## config.mk

```make
export PLATFORM = sky130hd
export DESIGN_NAME = pcb_csr
export DESIGN_NICKNAME = d
export VERILOG_FILES = /design/src/hdl/pcb_pkg.sv /design/src/hdl/pcb_csr.sv
export SDC_FILE = /design/constraint.sdc
export NUM_CORES = 1
export LEC_CHECK = 0
export BUFFER_PORTS_ARGS = -buffer_cell sky130_fd_sc_hd__buf_2
export CAP_MARGIN = 20
export CORE_MARGIN = 2
export CORE_UTILIZATION = 29
export DETAILED_ROUTE_END_ITERATION = 8
export PLACE_DENSITY = 0.49
export SYNTH_ARGS = -nofsm -noshare
export SYNTH_HDL_FRONTEND = slang
export SYNTH_SLANG_ARGS = --single-unit
```

## constraint.sdc

```tcl
create_clock -name clock -period 1.9 [get_ports clock]
set_clock_uncertainty 0.2 [all_clocks]
set_input_delay 0.38 -clock clock [delete_from_list [all_inputs] [get_ports clock]]
set_output_delay 0.38 -clock clock [all_outputs]
set_load 0.05 [all_outputs]
```

## src/hdl/pcb_pkg.sv

```systemverilog
// Shared types and constants of the PID biquad controller.
`timescale 1ns / 1ps
`default_nettype none

package pcb_pkg;

   localparam int DRIVE_WIDTH    = 24;
   localparam int COEF_WIDTH     = 24;
   localparam int LIMIT_WIDTH    = 23;
   localparam int CSR_DATA_WIDTH = 24;
   localparam int CSR_ADDR_WIDTH = 3;

   // Register indexes of the configuration port.
   localparam logic [CSR_ADDR_WIDTH-1:0] REG_COEF_B0      = 3'd0;
   localparam logic [CSR_ADDR_WIDTH-1:0] REG_COEF_B1      = 3'd1;
   localparam logic [CSR_ADDR_WIDTH-1:0] REG_COEF_B2      = 3'd2;
   localparam logic [CSR_ADDR_WIDTH-1:0] REG_COEF_A1      = 3'd3;
   localparam logic [CSR_ADDR_WIDTH-1:0] REG_COEF_A2      = 3'd4;
   localparam logic [CSR_ADDR_WIDTH-1:0] REG_LIMIT        = 3'd5;
   localparam logic [CSR_ADDR_WIDTH-1:0] REG_LIMIT_ENABLE = 3'd6;

   localparam logic [LIMIT_WIDTH-1:0] LIMIT_RESET = {LIMIT_WIDTH{1'b1}};

   typedef struct packed {
      logic [COEF_WIDTH-1:0]  coef_b0;
      logic [COEF_WIDTH-1:0]  coef_b1;
      logic [COEF_WIDTH-1:0]  coef_b2;
      logic [COEF_WIDTH-1:0]  coef_a1;
      logic [COEF_WIDTH-1:0]  coef_a2;
      logic [LIMIT_WIDTH-1:0] limit;
      logic                   limit_enable;
   } cfg_type;

endpackage

`default_nettype wire

```

## src/hdl/pcb_csr.sv

```systemverilog
// Configuration register file of the PID biquad controller.
`timescale 1ns / 1ps
`default_nettype none

module pcb_csr
   import pcb_pkg::*;
(
   input  wire logic                      clock,
   input  wire logic                      reset,
   input  wire logic                      csr_write_enable,
   input  wire logic [CSR_ADDR_WIDTH-1:0] csr_index,
   input  wire logic [CSR_DATA_WIDTH-1:0] csr_data,
   output cfg_type                        cfg
);

   cfg_type cfg_ff;

   always_ff @(posedge clock) begin
      if (reset) begin
         cfg_ff.coef_b0      <= '0;
         cfg_ff.coef_b1      <= '0;
         cfg_ff.coef_b2      <= '0;
         cfg_ff.coef_a1      <= '0;
         cfg_ff.coef_a2      <= '0;
         cfg_ff.limit        <= LIMIT_RESET;
         cfg_ff.limit_enable <= 1'b0;
      end else if (csr_write_enable) begin
         unique case (csr_index)
            REG_COEF_B0:      cfg_ff.coef_b0      <= csr_data[COEF_WIDTH-1:0];
            REG_COEF_B1:      cfg_ff.coef_b1      <= csr_data[COEF_WIDTH-1:0];
            REG_COEF_B2:      cfg_ff.coef_b2      <= csr_data[COEF_WIDTH-1:0];
            REG_COEF_A1:      cfg_ff.coef_a1      <= csr_data[COEF_WIDTH-1:0];
            REG_COEF_A2:      cfg_ff.coef_a2      <= csr_data[COEF_WIDTH-1:0];
            REG_LIMIT:        cfg_ff.limit        <= csr_data[LIMIT_WIDTH-1:0];
            REG_LIMIT_ENABLE: cfg_ff.limit_enable <= csr_data[0];
            default: begin
               // drop writes to unused indexes
            end
         endcase
      end
   end

   assign cfg = cfg_ff;

endmodule

`default_nettype wire

```

Yosys cells after proc, flatten, opt, wreduce, memory -nomap -nowiden

Index checks and enable logic that the tools add are counted.

Equal/unequal tests: 6
Reduce and logical (&&, ||, !) cells: 8

Operators with widths:

| kind                 | count |
|---|---|
| $reduce_and A2 Y1    | 7 |
| $eq A3 B3 Y1 const B | 3 |
| $eq A3 B2 Y1 const B | 2 |
| $eq A3 B1 Y1 const B | 1 |
| $logic_not A3 Y1     | 1 |

Flip-flop bits (word level): 144
Bits of input ports: 30

Longest topological paths before layout

Depth after elaboration: 2
Mapped depth: 5

Least setup slack after synthesis

No wires, ideal clock.

Path kind: input port to flip-flop
Start: input port csr_index[0]
End: register cfg_ff (netlist bit cfg[133])
Data arrival time: 1.298 ns
Data required time: 1.578 ns
Setup slack: 0.280 ns
Stages on the path: 4
Buffers on the path: 2
Cell sequence: or4b_1 buf_6 buf_12 mux2i_1

Word-level cells in the longest chain between the ends: 2

RTL lines:

| what                               | RTL line      | source |
|---|---|---|
| from (decl)                        | pcb_csr.sv:11 | `input wire logic [CSR_ADDR_WIDTH-1:0] csr_index,` |
| $logic_not A3 Y1                   | pcb_csr.sv:28 | `unique case (csr_index)` |
| $reduce_and A2 Y1 (no source line) | --            |  |
| to (decl)                          | pcb_csr.sv:16 | `cfg_type cfg_ff;` |

No other way between the ends.
A chain may end at the register's enable or synchronous reset.

Worst setup path after layout

Start: register cfg_ff (netlist bit cfg[139])
End: output port cfg[139] (netlist bit)

RTL lines:

| what      | RTL line      | source |
|---|---|---|
| to (decl) | pcb_csr.sv:13 | `output cfg_type cfg` |

No word-level cell between the ends.

==> flow_summary.toml <==
[floorplan]
die_width_um = 144
die_area_mm2 = 0.0208
rows = 51
core_area_mm2 = 0.0193
initial_utilization_pct = 29.4
io-pin-count = 174
die_y_um = 144

[setup_path]
path_cells = "buf_2"
r2r_slack_ns = 1.06
max_stage_delay_ns = 0.37
cp.required_ns = 1.32
worstReg2RegStart = "cfg[139]"
end_kind = "primary output"
ff2ff_path_depth = 2
path_buf_inv = 1
rr_endpoint = "cfg[139]"
path_max_fanout = 2
crit_family = "flip-flops"
critPathSlowestCell = "dfxtp_1"
crit_arrival_ns = 1.07
critical_path_class = "reg2out"
start_kind = "flop"

[pwr]
p_leak_uw = 0.00368
vdd_drop_max_v = 0.000599
p_per_area_mw_per_mm2 = 930

[global_routing]
grt_pass1_wl_um = 23700
grt_pass1_vias = 4262
gr-usage-all-layers_pct = 15.3
gr-total-overflow = 0
antenna_found_initial = 0
grt_max_degree = 101

[sta]
finalSetupViolations = 0
tns_ns = 0
rsz0062_at_grt = "false"
whs_ns = 0.0436
drv_slew = 0
worstMarginPinSlew_ns = 0.347
fmax_ghz = 0.604
postLayoutSetupSlackWorst_ns = 0.246
slew_headroom_pct = 76.9
finalHoldViolCount = 0
post-route-period-util_pct = 87.1
min_period_ns = 1.65

[placement]
numPortBuffers = 173
dp_hpwl_um = 10900
place_ws_ns = 0.130
gp_congestion = 0.740

[yosys]
yosys.area.top_type = "dfxtp_1"
netlist_area_mm2 = 0.00569
synth_compound_area_share_pct = 0
synthTopCellsByArea = "dfxtp_1 (51%), mux2i_1 (25%), nand2b_1 (16%), nor2_1 (3.0%), buf_2 (1.5%)"
synth_adder_area_share_pct = 0
synth_commonest_cells = "nand2b_1 (145), dfxtp_1 (144), mux2i_1 (144), nor2_1 (46), clkbuf_1 (20)"
synth_ff_type = "dfxtp_1"
synth_top_family_by_area = "multiplexers"
avgSynthCellArea_um2 = 10.8
synth_mux_area_share_pct = 25.3
yosysUniqueCellTypes = 14
synth-xor-area-share_pct = 0
ys_seq_area_share_pct = 50.7
synth_edf_count = 0
synth_most_common_cell = "nand2b_1"
synth_top_area_share_pct = 50.7
syn-instance-count = 527
syn_nets = 557
async_flop_share_pct = 0
yosys.area_share.simple_pct = 20.6
ys_ff_latch = 144
yosysWarnings = 0

[route]
dr.pass1.iters = 4
drc_errors = 0
drt_iter0_markers = 138
ant_nets = 0
routed_via_density = 4.34
wl_per_cell_um = 16.1
vias = 4218
wl_um = 15700

[final_layout]
area_growth_syn_to_layout_pct = 31.2
fin_nets = 725
drive_gt1_share_pct = 31.6
diodes = 0
regArea_mm2 = 0.00288
n_fill_cell = 1957
multiInputGateArea_mm2 = 0.00263
largest_reg_flops = 144

[run_status]
status = "finished clean"

[clock_tree]
clkTransAtPathRegs_ns = 0.06
cts_buffer_depth = 2
cts.htree.levels = 4
cts_sinks = 144
cts_root_buffer = "clkbuf_16"
cts_buffers = 17
clk_latency_ns = 0.41
ctsResizeCount = 0
post_cts_buffers = 0
cts_tree = "done"
cts_hold_buf = 0

[worst_hold_path]
min_from = "csr_data[20]"
hold_class = "in2reg"
holdPathStages = 3
whs_endpoint = "cfg[21]"

[run]
cap_violations = 0
==> per-stage QoR <==
step	utilization (%)	instance area [um2]	total power [uW]	std cells
global route	38.6	7460	7220	973
CTS	38.6	7460	7040	973
detailed placement	35.8	6910	3880	941
global placement	35.8	6910	3870	941
floorplan	-	5690	3670	527
finish	38.6	7460	6940	973
==> power by group <==
group / switching (uW) / total (uW) / internal (uW)
clock network: 1350 / 3140 / 1790
logic: 463 / 682 / 218
registers: 35.1 / 3120 / 3090
total: 1850 / 6940 / 5090
==> cell type report <==
| cell class | instances | share of cell area (%) |
|---|---|---|
| sequential | 144 | 38.6 |
| multi-input combinational | 344 | 35.3 |
| timing repair buffer | 188 | 14.3 |
| clock buffer | 18 | 5.75 |
| tap | 265 | 4.44 |
| clock inverter | 14 | 1.59 |
==> cells by family (layout without fill, tap and decap cells) <==
kind of cell  Yosys count  in the layout
mux                   144            144
buf+inv                39            220
simple gates          200            200
flops                 144            144
==> metal layers <==
layer	GRT usage (%)	wire (um)	vias up
met5	0	0	-
met4	4.49	149	0
met3	5.40	1010	13
met2	25.4	7400	112
met1	18.6	7100	2013
li1	-	-	2080
==> how the worst max path moves through the flow <==
stage	start	endpoint	slack, ns	cells after the start
final	cfg[139]	cfg[139]	0.25	1
after global routing	cfg[139]	cfg[139]	0.20	1
after CTS	cfg[51]	cfg[51]	0.24	1
after detailed placement	csr_index[2]	cfg[140]	0.13	4
after global placement	csr_index[0]	cfg[140]	0.15	4
after floorplan	csr_index[0]	cfg[133]	0.28	4
==> layout by cell type, fill, tap and decap left out <==
| cell type | Yosys | layout |
|---|---|---|
| buf_2 | 17 | 172 |
| nand2b_1 | 145 | 145 |
| mux2i_1 | 144 | 144 |
| dfxtp_1 | 144 | 144 |
| nor2_1 | 46 | 46 |
| clkbuf_16 | 0 | 17 |
| buf_4 | 0 | 9 |
| clkinvlp_4 | 0 | 8 |
| buf_12 | 1 | 7 |
| clkinv_2 | 0 | 4 |
| nand4bb_2 | 0 | 2 |
| nand4b_1 | 2 | 2 |
| nor4b_2 | 0 | 1 |
| and4bb_2 | 1 | 1 |
| nand4bb_1 | 3 | 1 |
| and4b_2 | 1 | 1 |
| or4b_1 | 1 | 1 |
| bufinv_16 | 0 | 1 |
| inv_6 | 0 | 1 |
| clkbuf_1 | 20 | 1 |
(Power assumes the default switching activity.)
