## src/hdl/pcb_pkg.sv

```systemverilog
// Shared types and constants of the PID biquad controller.
`timescale 1ns / 1ps
`default_nettype none

package pcb_pkg;

   localparam int DRIVE_WIDTH    = 24;
   localparam int COEF_WIDTH     = 24;
   localparam int LIMIT_WIDTH    = 23;
   localparam int CSR_DATA_WIDTH = 24;
   localparam int CSR_ADDR_WIDTH = 3;

   // Register indexes of the configuration port.
   localparam logic [CSR_ADDR_WIDTH-1:0] REG_COEF_B0      = 3'd0;
   localparam logic [CSR_ADDR_WIDTH-1:0] REG_COEF_B1      = 3'd1;
   localparam logic [CSR_ADDR_WIDTH-1:0] REG_COEF_B2      = 3'd2;
   localparam logic [CSR_ADDR_WIDTH-1:0] REG_COEF_A1      = 3'd3;
   localparam logic [CSR_ADDR_WIDTH-1:0] REG_COEF_A2      = 3'd4;
   localparam logic [CSR_ADDR_WIDTH-1:0] REG_LIMIT        = 3'd5;
   localparam logic [CSR_ADDR_WIDTH-1:0] REG_LIMIT_ENABLE = 3'd6;

   localparam logic [LIMIT_WIDTH-1:0] LIMIT_RESET = {LIMIT_WIDTH{1'b1}};

   typedef struct packed {
      logic [COEF_WIDTH-1:0]  coef_b0;
      logic [COEF_WIDTH-1:0]  coef_b1;
      logic [COEF_WIDTH-1:0]  coef_b2;
      logic [COEF_WIDTH-1:0]  coef_a1;
      logic [COEF_WIDTH-1:0]  coef_a2;
      logic [LIMIT_WIDTH-1:0] limit;
      logic                   limit_enable;
   } cfg_type;

endpackage

`default_nettype wire

```

## src/hdl/pcb_bound.sv

```systemverilog
// Symmetric clamp or drive-range saturation of the controller output.
`timescale 1ns / 1ps
`default_nettype none

module pcb_bound
   import pcb_pkg::*;
#(
   parameter int VALUE_WIDTH = 51
)(
   input  wire logic [VALUE_WIDTH-1:0] value,
   input  wire logic [LIMIT_WIDTH-1:0] limit,
   input  wire logic                   limit_enable,
   output logic [DRIVE_WIDTH-1:0]      drive,
   output logic                        clamped
);

   logic signed [VALUE_WIDTH-1:0] v;
   logic signed [VALUE_WIDTH-1:0] hi;
   logic signed [VALUE_WIDTH-1:0] lo;
   logic signed [VALUE_WIDTH-1:0] lim_x;
   logic signed [VALUE_WIDTH-1:0] drive_max;

   assign v         = value;
   assign lim_x     = {{(VALUE_WIDTH-LIMIT_WIDTH){1'b0}}, limit};
   assign drive_max = {{(VALUE_WIDTH-DRIVE_WIDTH+1){1'b0}}, {(DRIVE_WIDTH-1){1'b1}}};
   assign hi        = limit_enable ? lim_x : drive_max;
   assign lo        = limit_enable ? -lim_x : ~drive_max;

   always_comb begin
      priority if (v > hi) begin
         drive   = hi[DRIVE_WIDTH-1:0];
         clamped = 1'b1;
      end else if (v < lo) begin
         drive   = lo[DRIVE_WIDTH-1:0];
         clamped = 1'b1;
      end else begin
         drive   = v[DRIVE_WIDTH-1:0];
         clamped = 1'b0;
      end
   end

endmodule

`default_nettype wire

```

## config.mk

```make
export PLATFORM = sky130hd
export DESIGN_NAME = pcb_bound
export DESIGN_NICKNAME = d
export VERILOG_FILES = /design/src/hdl/pcb_pkg.sv /design/src/hdl/pcb_bound.sv
export SDC_FILE = /design/constraint.sdc
export NUM_CORES = 1
export LEC_CHECK = 0
export ABC_AREA = 1
export BUFFER_PORTS_ARGS = -buffer_cell sky130_fd_sc_hd__buf_2
export CAP_MARGIN = 15
export CELL_PAD_IN_SITES_DETAIL_PLACEMENT = 0
export CELL_PAD_IN_SITES_GLOBAL_PLACEMENT = 1
export CORE_UTILIZATION = 40
export DETAILED_ROUTE_END_ITERATION = 16
export GPL_ROUTABILITY_DRIVEN = 0
export PLACE_DENSITY_LB_ADDON = 0.1
export SLEW_MARGIN = 25
export SYNTH_ARGS = -nofsm -noshare
export SYNTH_HDL_FRONTEND = slang
export SYNTH_SLANG_ARGS = --single-unit
```

## constraint.sdc

```tcl
create_clock -name vclk -period 7.96
set_clock_uncertainty 0.1 [all_clocks]
set_input_delay 1.592 -clock vclk [all_inputs]
set_output_delay 1.592 -clock vclk [all_outputs]
set_load 0.005 [all_outputs]
```

After elaboration in Yosys (flattened, before gate mapping)
Cells that the tools add are included.
{"block": "totals", "reg_bits": 0, "inputBits": 75, "output_inout_bits": 25, "elab_cells": 9}
{"block": "classes", "add_sub_neg": 1, "n_lt_le_gt_ge": 2, "n_mux": 6}
{"op": "> comparator 51 x 24 -> 1 bit", "count": 1}
{"op": "< comparator 51 bit", "count": 1}
{"op": "two-way mux 51 bit", "count": 1}
{"op": "negator 23 -> 51 bit", "count": 1}
{"op": "two-way mux 24 bit", "count": 2}
{"op": "two-way mux 23 bit", "count": 1}
{"op": "two-way mux 1 bit", "count": 2}

Longest topological paths before layout
Gate-level depths: netlist of run 1.
{"block": "depth", "word_depth": 5, "depth_mapped": 29, "ltp_nobuf": 28}

Worst setup path after synthesis of run 1
Ideal clock, no wire load.
{"block": "synth_path", "path_kind": "input to output", "from": "input port limit[0]", "to": "output port drive[20]", "arrival_time_ns": 4.260, "t_required_ns": 6.268, "setup_slack_ns": 2.008, "stages": 24, "n_path_buf": 2, "cell_sequence": "inv_1 ha_1 inv_1 nor2_1 nand2_1 nor2_2 nand4_1 buf_2 nor4_1 ha_1 nand2_1 inv_1 o21ai_0 nand2_1 a21oi_1 nand2_2 nor2_4 nand2_4 nand2_2 nand2_4 buf_12 nand2_2 nand3_2 nand2_1"}
{"block": "synth_between", "elab_chain_cells": 5, "word_cells_on_any_way": 7, "classes_between": "add/sub: 1; order compare: 2; mux: 4"}
{"element": "from (decl)", "line_no": "pcb_bound.sv:11", "text": "input wire logic [LIMIT_WIDTH-1:0] limit,"}
{"element": "negator 23 -> 51 bit", "line_no": "pcb_bound.sv:27", "text": "assign lo = limit_enable ? -lim_x : ~drive_max;"}
{"element": "two-way mux 51 bit", "line_no": "pcb_bound.sv:27"}
{"element": "< comparator 51 bit", "line_no": "pcb_bound.sv:33", "text": "end else if (v < lo) begin"}
{"element": "two-way mux 24 bit", "line_no": "pcb_bound.sv:33"}
{"element": "two-way mux 24 bit (*)", "line_no": "pcb_bound.sv:30", "text": "priority if (v > hi) begin"}
{"element": "to (decl)", "line_no": "pcb_bound.sv:13", "text": "output logic [DRIVE_WIDTH-1:0] drive,"}
Every way passes the cells marked *; elsewhere a longest branch is shown, timed or not.

Worst setup path after layout of run 1
{"block": "layout_path", "from": "input port limit[0]", "to": "output port drive[0]"}
The elaborated chain is that of the path after synthesis.

==> results of run 1 <==
## stage by stage
stage | util [%] | power (mW) | worst slack [ns] | cell area (um2) | cells
CTS | 47.49 | 0.1700 | 0.9571 | 4121 | 838
global placement | 47.49 | 0.1656 | 1.009 | 4121 | 838
detailed placement | 47.49 | 0.1689 | 0.9661 | 4121 | 838
global route | 47.49 | 0.1944 | 0.5337 | 4121 | 838
floorplan | - | 0.1040 | 2.008 | 3575 | 642
finish | 47.49 | 0.1696 | 1.013 | 4121 | 838
## routing by layer
layer,track usage [%],routed length [um],up-vias
li1,-,-,2296
met1,32.22,5279,1914
met2,44.13,5587,99
met3,0.07825,436,12
met4,6.618,145,0
met5,0,0,-
## power breakdown
group          internal, mW  switching [mW]  leakage (nW)
logic                0.0677           0.102          2.46
clock network             0               0             0
registers                 0               0             0
## final timing paths
path | slack, ns | end | startpoint | cells after the start
min | 3.49 | drive[7] | value[7] | 6
max | 1.01 | drive[0] | limit[0] | 27
## tightest hold or removal path: stages
cell and delay, ns:
buf_2 0.11, inv_1 0.04, nand2_1 0.05, nand3_1 0.06
nand2_1 0.05, buf_2 0.10
## logic make-up (layout without fill, tap and decap cells)
logic type | count (synthesis) | count (layout) | synth area share [%]
xor gates and xnor gates | 1 | 1 | 0.2451
AOI/OAI and AO/OA | 60 | 60 | 8.926
buffers and inverters | 99 | 187 | 12.25
and+or+nand+nor | 408 | 408 | 52.68
adders and majority gates | 74 | 74 | 25.90
## cell usage in the layout (no fill, tap or decap), types with 6 or more instances in the layout
cell type	netlist	final
a21oi_1	34	34
nand2_2	16	16
nand2_1	167	167
inv_1	79	79
buf_2	4	100
o21ai_0	18	18
nand3_1	60	60
ha_1	74	74
nand4_1	14	14
buf_4	1	6
or2_2	8	8
nor4_1	17	17
nor2_1	89	89
or2_1	14	14
## final cells by class
cell class / count / area (um2)
fillers: 989 / 4557
well taps: 108 / 135.1
inverters: 81 / 304.0
repair buffers: 106 / 545.5
multi-input cells: 543 / 3137
==> impl_metrics.csv, run 1 <==
group,metric,value,unit
logic_synthesis,synth.distinct_cells,38,
power_and_ir_drop,p_per_area,41.16,mW/mm2
drt,drtPass1Iterations,5,
finish,nFlopsAndLatches,0,
drt,first_iter_violations,161,
finish,nets,881,
drt,drc_errors,0,
logic_synthesis,synth_top_area_share,25.90,%
finish,seq_area,0,um2
sta,hold_violations,0,
status,outcome,"complete, no violations",
setup_path,cp_slowest_stage_delay,0.42,ns
sta,tightest_slew,0.5781,ns
grt,grt_first_pass_wirelength,17910,um
clock_network,cts-resized-gates,0,
logic_synthesis,synth.most_common_cell,"nand2_1",
setup_path,cp_common_cell,"nand2_1",
drt,viasPerCell,5.156,
floorplan,design.portCount,100,
grt,grt_pass1_vias,3850,
logic_synthesis,yosys-top-cells-area,"ha_1 26%, nand2_1 18%, nor2_1 9.3%, nand3_1 8.4%, inv_1 8.3%",
setup_path,worst-path-buf-inv,7,
logic_synthesis,avgSynthCellArea,5.568,um2
setup_path,cp_max_fo,21,
setup_path,crit_arrival,5.25,ns
logic_synthesis,yosysTopAreaCell,"ha_1",
setup_path,required,6.27,ns
grt,grt_max_degree,47,
setup_path,worst_path_max_delay_cell,"nor4_1",
place,place.detailed.hpwl,9734,um
drt,wire_per_inst,13.66,um
floorplan,coreArea,0.008678,mm2
logic_synthesis,synth_fp_nets,791,
finish,area_growth,15.30,%
floorplan,rows,34,
logic_synthesis,ys.warnings.count,0,
finish,diodes,0,
setup_path,critPathTopFamily,"simple AND/OR/NAND/NOR gates",
sta,timing.fmax,144.0,MHz
clock_network,holdBufCountCts,0,
floorplan,chipHeight,96.54,um
sta,fin_setup_tns,0,ns
setup_path,critical_path_class,"input port to primary output",
clock_network,cts_setup_buffers,0,
sta,maxSlewViolCount,0,
place,numPortBuffers,100,
floorplan,start_util,41.19,%
setup_path,cp-end-kind,"primary output",
power_and_ir_drop,p_leak,2.455,nW
sta,rsz0062_at_grt,"no",
job,cap_violations,0,
drt,ant_nets,0,
hold_path,hold_class,"input port to primary output",
logic_synthesis,postSynthCellCount,642,
drt,totalWireLength,11450,um
floorplan,fp.dieArea,0.009319,mm2
grt,track_usage,24.52,%
power_and_ir_drop,peakVddDrop,0.01314,mV
sta,fin_crit_sh,87.27,%
finish,layout-drive-gt1-share,20.00,%
logic_synthesis,ys_top_cells_by_count,"167 x nand2_1, 89 x nor2_1, 79 x inv_1, 74 x ha_1, 60 x nand3_1",
finish,clockBufferCount,0,
sta,whs,3.492,ns
drt,via_count,4321,
setup_path,start_kind,"input port",
grt,antenna_found_initial,0,
grt,globalRoute.totalOverflow,0,
sta,finalCriticalPeriod,6.947,ns
sta,setup-violations-final,0,
logic_synthesis,syn_area,0.003575,mm2
sta,max_slew_margin,61.10,%
floorplan,die_w,96.54,um
logic_synthesis,ys_seq_area_share,0,%
(Power assumes the default switching activity.)
==> run 2: changes to the inputs <==
--- a/config.mk
+++ b/config.mk
@@ -5,12 +5,11 @@
 export SDC_FILE = /design/constraint.sdc
 export NUM_CORES = 1
 export LEC_CHECK = 0
-export ABC_AREA = 1
 export BUFFER_PORTS_ARGS = -buffer_cell sky130_fd_sc_hd__buf_2
 export CAP_MARGIN = 15
 export CELL_PAD_IN_SITES_DETAIL_PLACEMENT = 0
 export CELL_PAD_IN_SITES_GLOBAL_PLACEMENT = 1
-export CORE_UTILIZATION = 40
+export CORE_UTILIZATION = 42
 export DETAILED_ROUTE_END_ITERATION = 16
 export GPL_ROUTABILITY_DRIVEN = 0
 export PLACE_DENSITY_LB_ADDON = 0.1
==> impl_metrics.csv, run 2 <==
group,metric,value,unit
finish,seq_area,0,um2
drt,wire_per_inst,15.80,um
finish,clockBufferCount,0,
logic_synthesis,yosysTopAreaCell,"ha_1",
logic_synthesis,ys_seq_area_share,0,%
clock_network,cts-resized-gates,0,
power_and_ir_drop,total_power,162.0,uW
floorplan,coreArea,0.007292,mm2
logic_synthesis,avgSynthCellArea,7.304,um2
logic_synthesis,postSynthCellCount,437,
setup_path,cp_max_fo,11,
grt,globalRoute.totalOverflow,0,
logic_synthesis,synth_fp_nets,586,
setup_path,start_kind,"input port",
drt,met1_length,4388,um
sta,maxSlewViolCount,0,
grt,grt_max_degree,57,
place,place.detailed.hpwl,8184,um
logic_synthesis,syn_area,0.003192,mm2
status,outcome,"complete, no violations",
sta,rsz0062_at_grt,"no",
clock_network,holdBufCountCts,0,
setup_path,required,6.27,ns
grt,grt_first_pass_wirelength,15680,um
logic_synthesis,synth.distinct_cells,59,
drt,wl_met2,4821,um
grt,track_usage,24.87,%
floorplan,design.portCount,100,
sta,hold_violations,0,
setup_path,cp-end-kind,"primary output",
sta,setup-violations-final,0,
drt,top_layer,"met4",
logic_synthesis,synth_top_area_share,29.01,%
finish,nets,676,
floorplan,start_util,43.77,%
place,dpl-instance-area,0.003774,mm2
power_and_ir_drop,p_per_area,42.77,mW/mm2
setup_path,worst_path_max_delay_cell,"a221oi_1",
drt,via_count,3678,
grt,grt_pass1_vias,3363,
drt,ant_nets,0,
sta,fin_setup_tns,0,ns
drt,drc_errors,0,
sta,max_slew_margin,45.11,%
finish,final_cell_mix,"100 x buf_2, 74 x ha_1, 46 x nand2_1",
logic_synthesis,yosys-top-cells-area,"ha_1 29%, nand2_1 5.4%, a21oi_1 4.9%, nand4_1 4.3%, nor2b_1 4.1%",
setup_path,crit_arrival,5.97,ns
finish,area_growth,18.66,%
setup_path,critical_path_class,"input port to primary output",
drt,totalWireLength,9862,um
sta,whs,3.420,ns
floorplan,chipHeight,89.18,um
hold_path,hold_class,"input port to primary output",
floorplan,rows,31,
place,numPortBuffers,100,
logic_synthesis,synth.most_common_cell,"ha_1",
logic_synthesis,ys.warnings.count,0,
power_and_ir_drop,p_leak,1.784,nW
setup_path,cp_slowest_stage_delay,0.46,ns
drt,viasPerCell,5.894,
sta,fin_crit_sh,96.30,%
sta,timing.fmax,130.5,MHz
drt,dr_wl_met3,370,um
finish,diodes,0,
finish,nFlopsAndLatches,0,
job,cap_violations,0,
finish,layout_commonest_cell,"buf_2",
clock_network,cts_setup_buffers,0,
sta,finalCriticalPeriod,7.665,ns
finish,finalInstanceArea,0.003787,mm2
drt,drtPass1Iterations,4,
setup_path,path_cells,"buf_2 > inv_1 > ha_1 > or3b_4 > nor4b_4 > nand3_1 > nor3_1 > mux2_2 > ha_1 > a21oi_1 > o21ai_1 > a221oi_1 > nand4_1 > a221oi_4 > buf_4 > mux2_2 > mux2i_1 > buf_2",
sta,tightest_slew,0.8189,ns
grt,antenna_found_initial,0,
power_and_ir_drop,peakVddDrop,0.01388,mV
logic_synthesis,ys_top_cells_by_count,"74 x ha_1, 46 x nand2_1, 32 x nor2_1, 31 x a21oi_1, 22 x nand4_1",
floorplan,die_w,89.18,um
drt,first_iter_violations,142,
finish,layout-drive-gt1-share,27.05,%
floorplan,fp.dieArea,0.007952,mm2
==> run 2: per-stage QoR <==
step           setup WS (ns)  util [%]  cells
4_1_cts               0.1581     51.75    624
6_report              0.2948     51.94    624
2_1_floorplan          1.051         -    437
3_5_place_dp          0.1806     51.75    624
5_1_grt              0.02644     51.94    624
3_3_place_gp          0.2666     51.75    624
==> run 2: cell families (layout without fill, tap and decap cells) <==
group / after synthesis / count (layout) / synth area share (%)
AO/OA/AOI/OAI: 111 / 111 / 25.09
XOR/XNOR: 7 / 7 / 1.921
multiplexers: 5 / 5 / 1.686
buffers and inverters: 35 / 123 / 5.213
adder cells (fa/ha/maj): 74 / 74 / 29.01
AND/OR/NAND/NOR: 205 / 205 / 37.08
==> run 2: worst paths after layout <==
check,start,end,cells after the start
worst max-delay path,limit[0],drive[13],18
worst min-delay path,value[18],drive[18],3
==> run 2: area by class of cell <==
cell class                      count  area, um2
Fill cell                         763       3505
Inverter                           13      48.80
Multi-Input combinational cell    402       3039
Tap cell                           99      123.9
Timing Repair Buffer              110      575.6
==> run 2: per-layer routing <==
| layer | vias up | global-route usage, % |
|---|---|---|
| met5 | - | 0 |
| met2 | 109 | 46.36 |
| met1 | 1682 | 31.07 |
| met4 | 0 | 7.359 |
| li1 | 1867 | - |
| met3 | 20 | 0.5540 |
==> run 2: worst max-delay path, delay by kind of cell <==
kind / cells / cell delay, ns
AO/OA/AOI/OAI: 4 / 1.03
adder cells (fa/ha/maj): 2 / 0.49
buffers and inverters: 4 / 0.63
multiplexers: 3 / 0.85
AND/OR/NAND/NOR: 5 / 1.37
==> run 2: where the power goes <==
part,total (mW),internal (mW),switching (mW)
Combinational,0.162,0.0710,0.0910
Sequential,0,0,0
Clock,0,0,0
Total,0.162,0.0710,0.0910
==> run 3: changes to the inputs <==
--- a/config.mk
+++ b/config.mk
@@ -9,7 +9,7 @@
 export CAP_MARGIN = 15
 export CELL_PAD_IN_SITES_DETAIL_PLACEMENT = 0
 export CELL_PAD_IN_SITES_GLOBAL_PLACEMENT = 1
-export CORE_UTILIZATION = 42
+export CORE_UTILIZATION = 40
 export DETAILED_ROUTE_END_ITERATION = 16
 export GPL_ROUTABILITY_DRIVEN = 0
 export PLACE_DENSITY_LB_ADDON = 0.1
==> impl_metrics.csv, run 3 (synthesis gave the netlist of run 2 again) <==
group,metric,value,unit
status,outcome,"complete, no violations",
setup_path,crit_arrival,5.93,ns
finish,seq_area,0,um2
drt,first_iter_violations,103,
sta,layout_setup_ws,0.3365,ns
setup_path,cp-end-kind,"primary output",
place,place.detailed.hpwl,8385,um
setup_path,start_kind,"input port",
setup_path,critical_path_class,"input port to primary output",
grt,grt_first_pass_wirelength,16390,um
sta,setup-violations-final,0,
hold_path,holdPathStages,3,
power_and_ir_drop,swShare,56.26,%
drt,drc_errors,0,
finish,area_growth,19.01,%
hold_path,holdPathEnd,"drive[21]",
floorplan,fp.dieArea,0.008341,mm2
place,dp_slack,0.09480,ns
power_and_ir_drop,power_switching,91.07,uW
drt,ant_nets,0,
drt,wire_per_inst,15.79,um
power_and_ir_drop,p_leak,1.789,nW
setup_path,required,6.27,ns
grt,track_usage,23.74,%
sta,fin_setup_tns,0,ns
power_and_ir_drop,sequentialPowerShare,0,%
finish,nFlopsAndLatches,0,
sta,hold_violations,0,
floorplan,design.portCount,100,
clock_network,holdBufCountCts,0,
finish,diodes,0,
grt,grt_pass1_vias,3499,
floorplan,start_util,41.31,%
finish,post-route-util,49.16,%
sta,finalCriticalPeriod,7.623,ns
floorplan,coreArea,0.007727,mm2
place,numPortBuffers,100,
drt,viasPerCell,5.775,
grt,grt_max_degree,33,
floorplan,die_w,91.33,um
grt,globalRoute.totalOverflow,0,
power_and_ir_drop,peakVddDrop,0.01341,mV
clock_network,cts-resized-gates,0,
finish,clockBufferCount,0,
power_and_ir_drop,power.internal,70.80,uW
power_and_ir_drop,p_per_area,42.61,mW/mm2
power_and_ir_drop,clkPwrFrac,0,%
power_and_ir_drop,comb_power_share,100.0,%
sta,timing.fmax,131.2,MHz
sta,maxSlewViolCount,0,
sta,tightest_slew,0.8430,ns
job,cap_violations,0,
drt,totalWireLength,9917,um
finish,nets,677,
sta,fin_crit_sh,95.77,%
hold_path,hold_class,"input port to primary output",
clock_network,cts_setup_buffers,0,
finish,layout_commonest_cell,"buf_2",
setup_path,cp_max_fo,9,
finish,layout-drive-gt1-share,27.38,%
sta,max_slew_margin,43.50,%
finish,final_cell_mix,"100 x buf_2, 74 x ha_1, 46 x nand2_1",
hold_path,worstHoldStart,"value[21]",
floorplan,rows,32,
floorplan,chipHeight,91.33,um
sta,rsz0062_at_grt,"no",
grt,antenna_found_initial,0,
drt,via_count,3627,
drt,drtPass1Iterations,4,
==> run 3: final cells by class <==
class,count,area [um2]
timing repair buffer,111,583.1
multi-input combinational,402,3039
inverter,13,48.80
fill,834,3929
tap,102,127.6
==> run 3: per-layer routing <==
| layer | up-vias | GRT usage (%) | wire length, um |
|---|---|---|---|
| li1 | 1863 | - | - |
| met3 | 18 | 0.9213 | 338 |
| met2 | 92 | 43.75 | 4823 |
| met4 | 0 | 6.349 | 251 |
| met5 | - | 0 | 0 |
| met1 | 1654 | 29.92 | 4504 |
==> run 3: worst max path at each step <==
stage,from,to
floorplan,limit[0],drive[14]
global placement,limit[0],drive[20]
detailed placement,limit[0],drive[20]
CTS,limit[0],drive[20]
global route,limit[0],drive[13]
finish,limit[0],drive[13]
==> run 3: through the flow <==
step / hold WS [ns] / cells / cell area (um2) / power (mW)
after CTS: 3.428 / 628 / 3785 / 0.1622
final: 3.430 / 628 / 3799 / 0.1619
after detailed placement: 3.428 / 628 / 3785 / 0.1612
after floorplan: 3.215 / 437 / 3192 / 0.09516
after global placement: 3.420 / 628 / 3785 / 0.1598
after global routing: 3.444 / 628 / 3799 / 0.1833
==> run 3: worst max-delay path, cell delays in order <==
cell,delay [ns]
buf_2,0.13
inv_1,0.11
ha_1,0.18
or3b_4,0.42
nor4b_4,0.32
nand2_1,0.15
nor3_2,0.31
nand3_1,0.15
a21bo_2,0.22
ha_1,0.28
a21oi_1,0.16
o21ai_1,0.10
a221oi_2,0.35
nand4_1,0.22
a221oi_4,0.36
buf_4,0.24
mux2_2,0.34
mux2i_1,0.15
buf_2,0.13
==> run 3: power groups by stage <==
stage	logic, mW	registers, mW	clock network [mW]
global route	0.183	0	0
CTS	0.162	0	0
floorplan	0.0952	0	0
detailed placement	0.161	0	0
finish	0.162	0	0
global placement	0.160	0	0
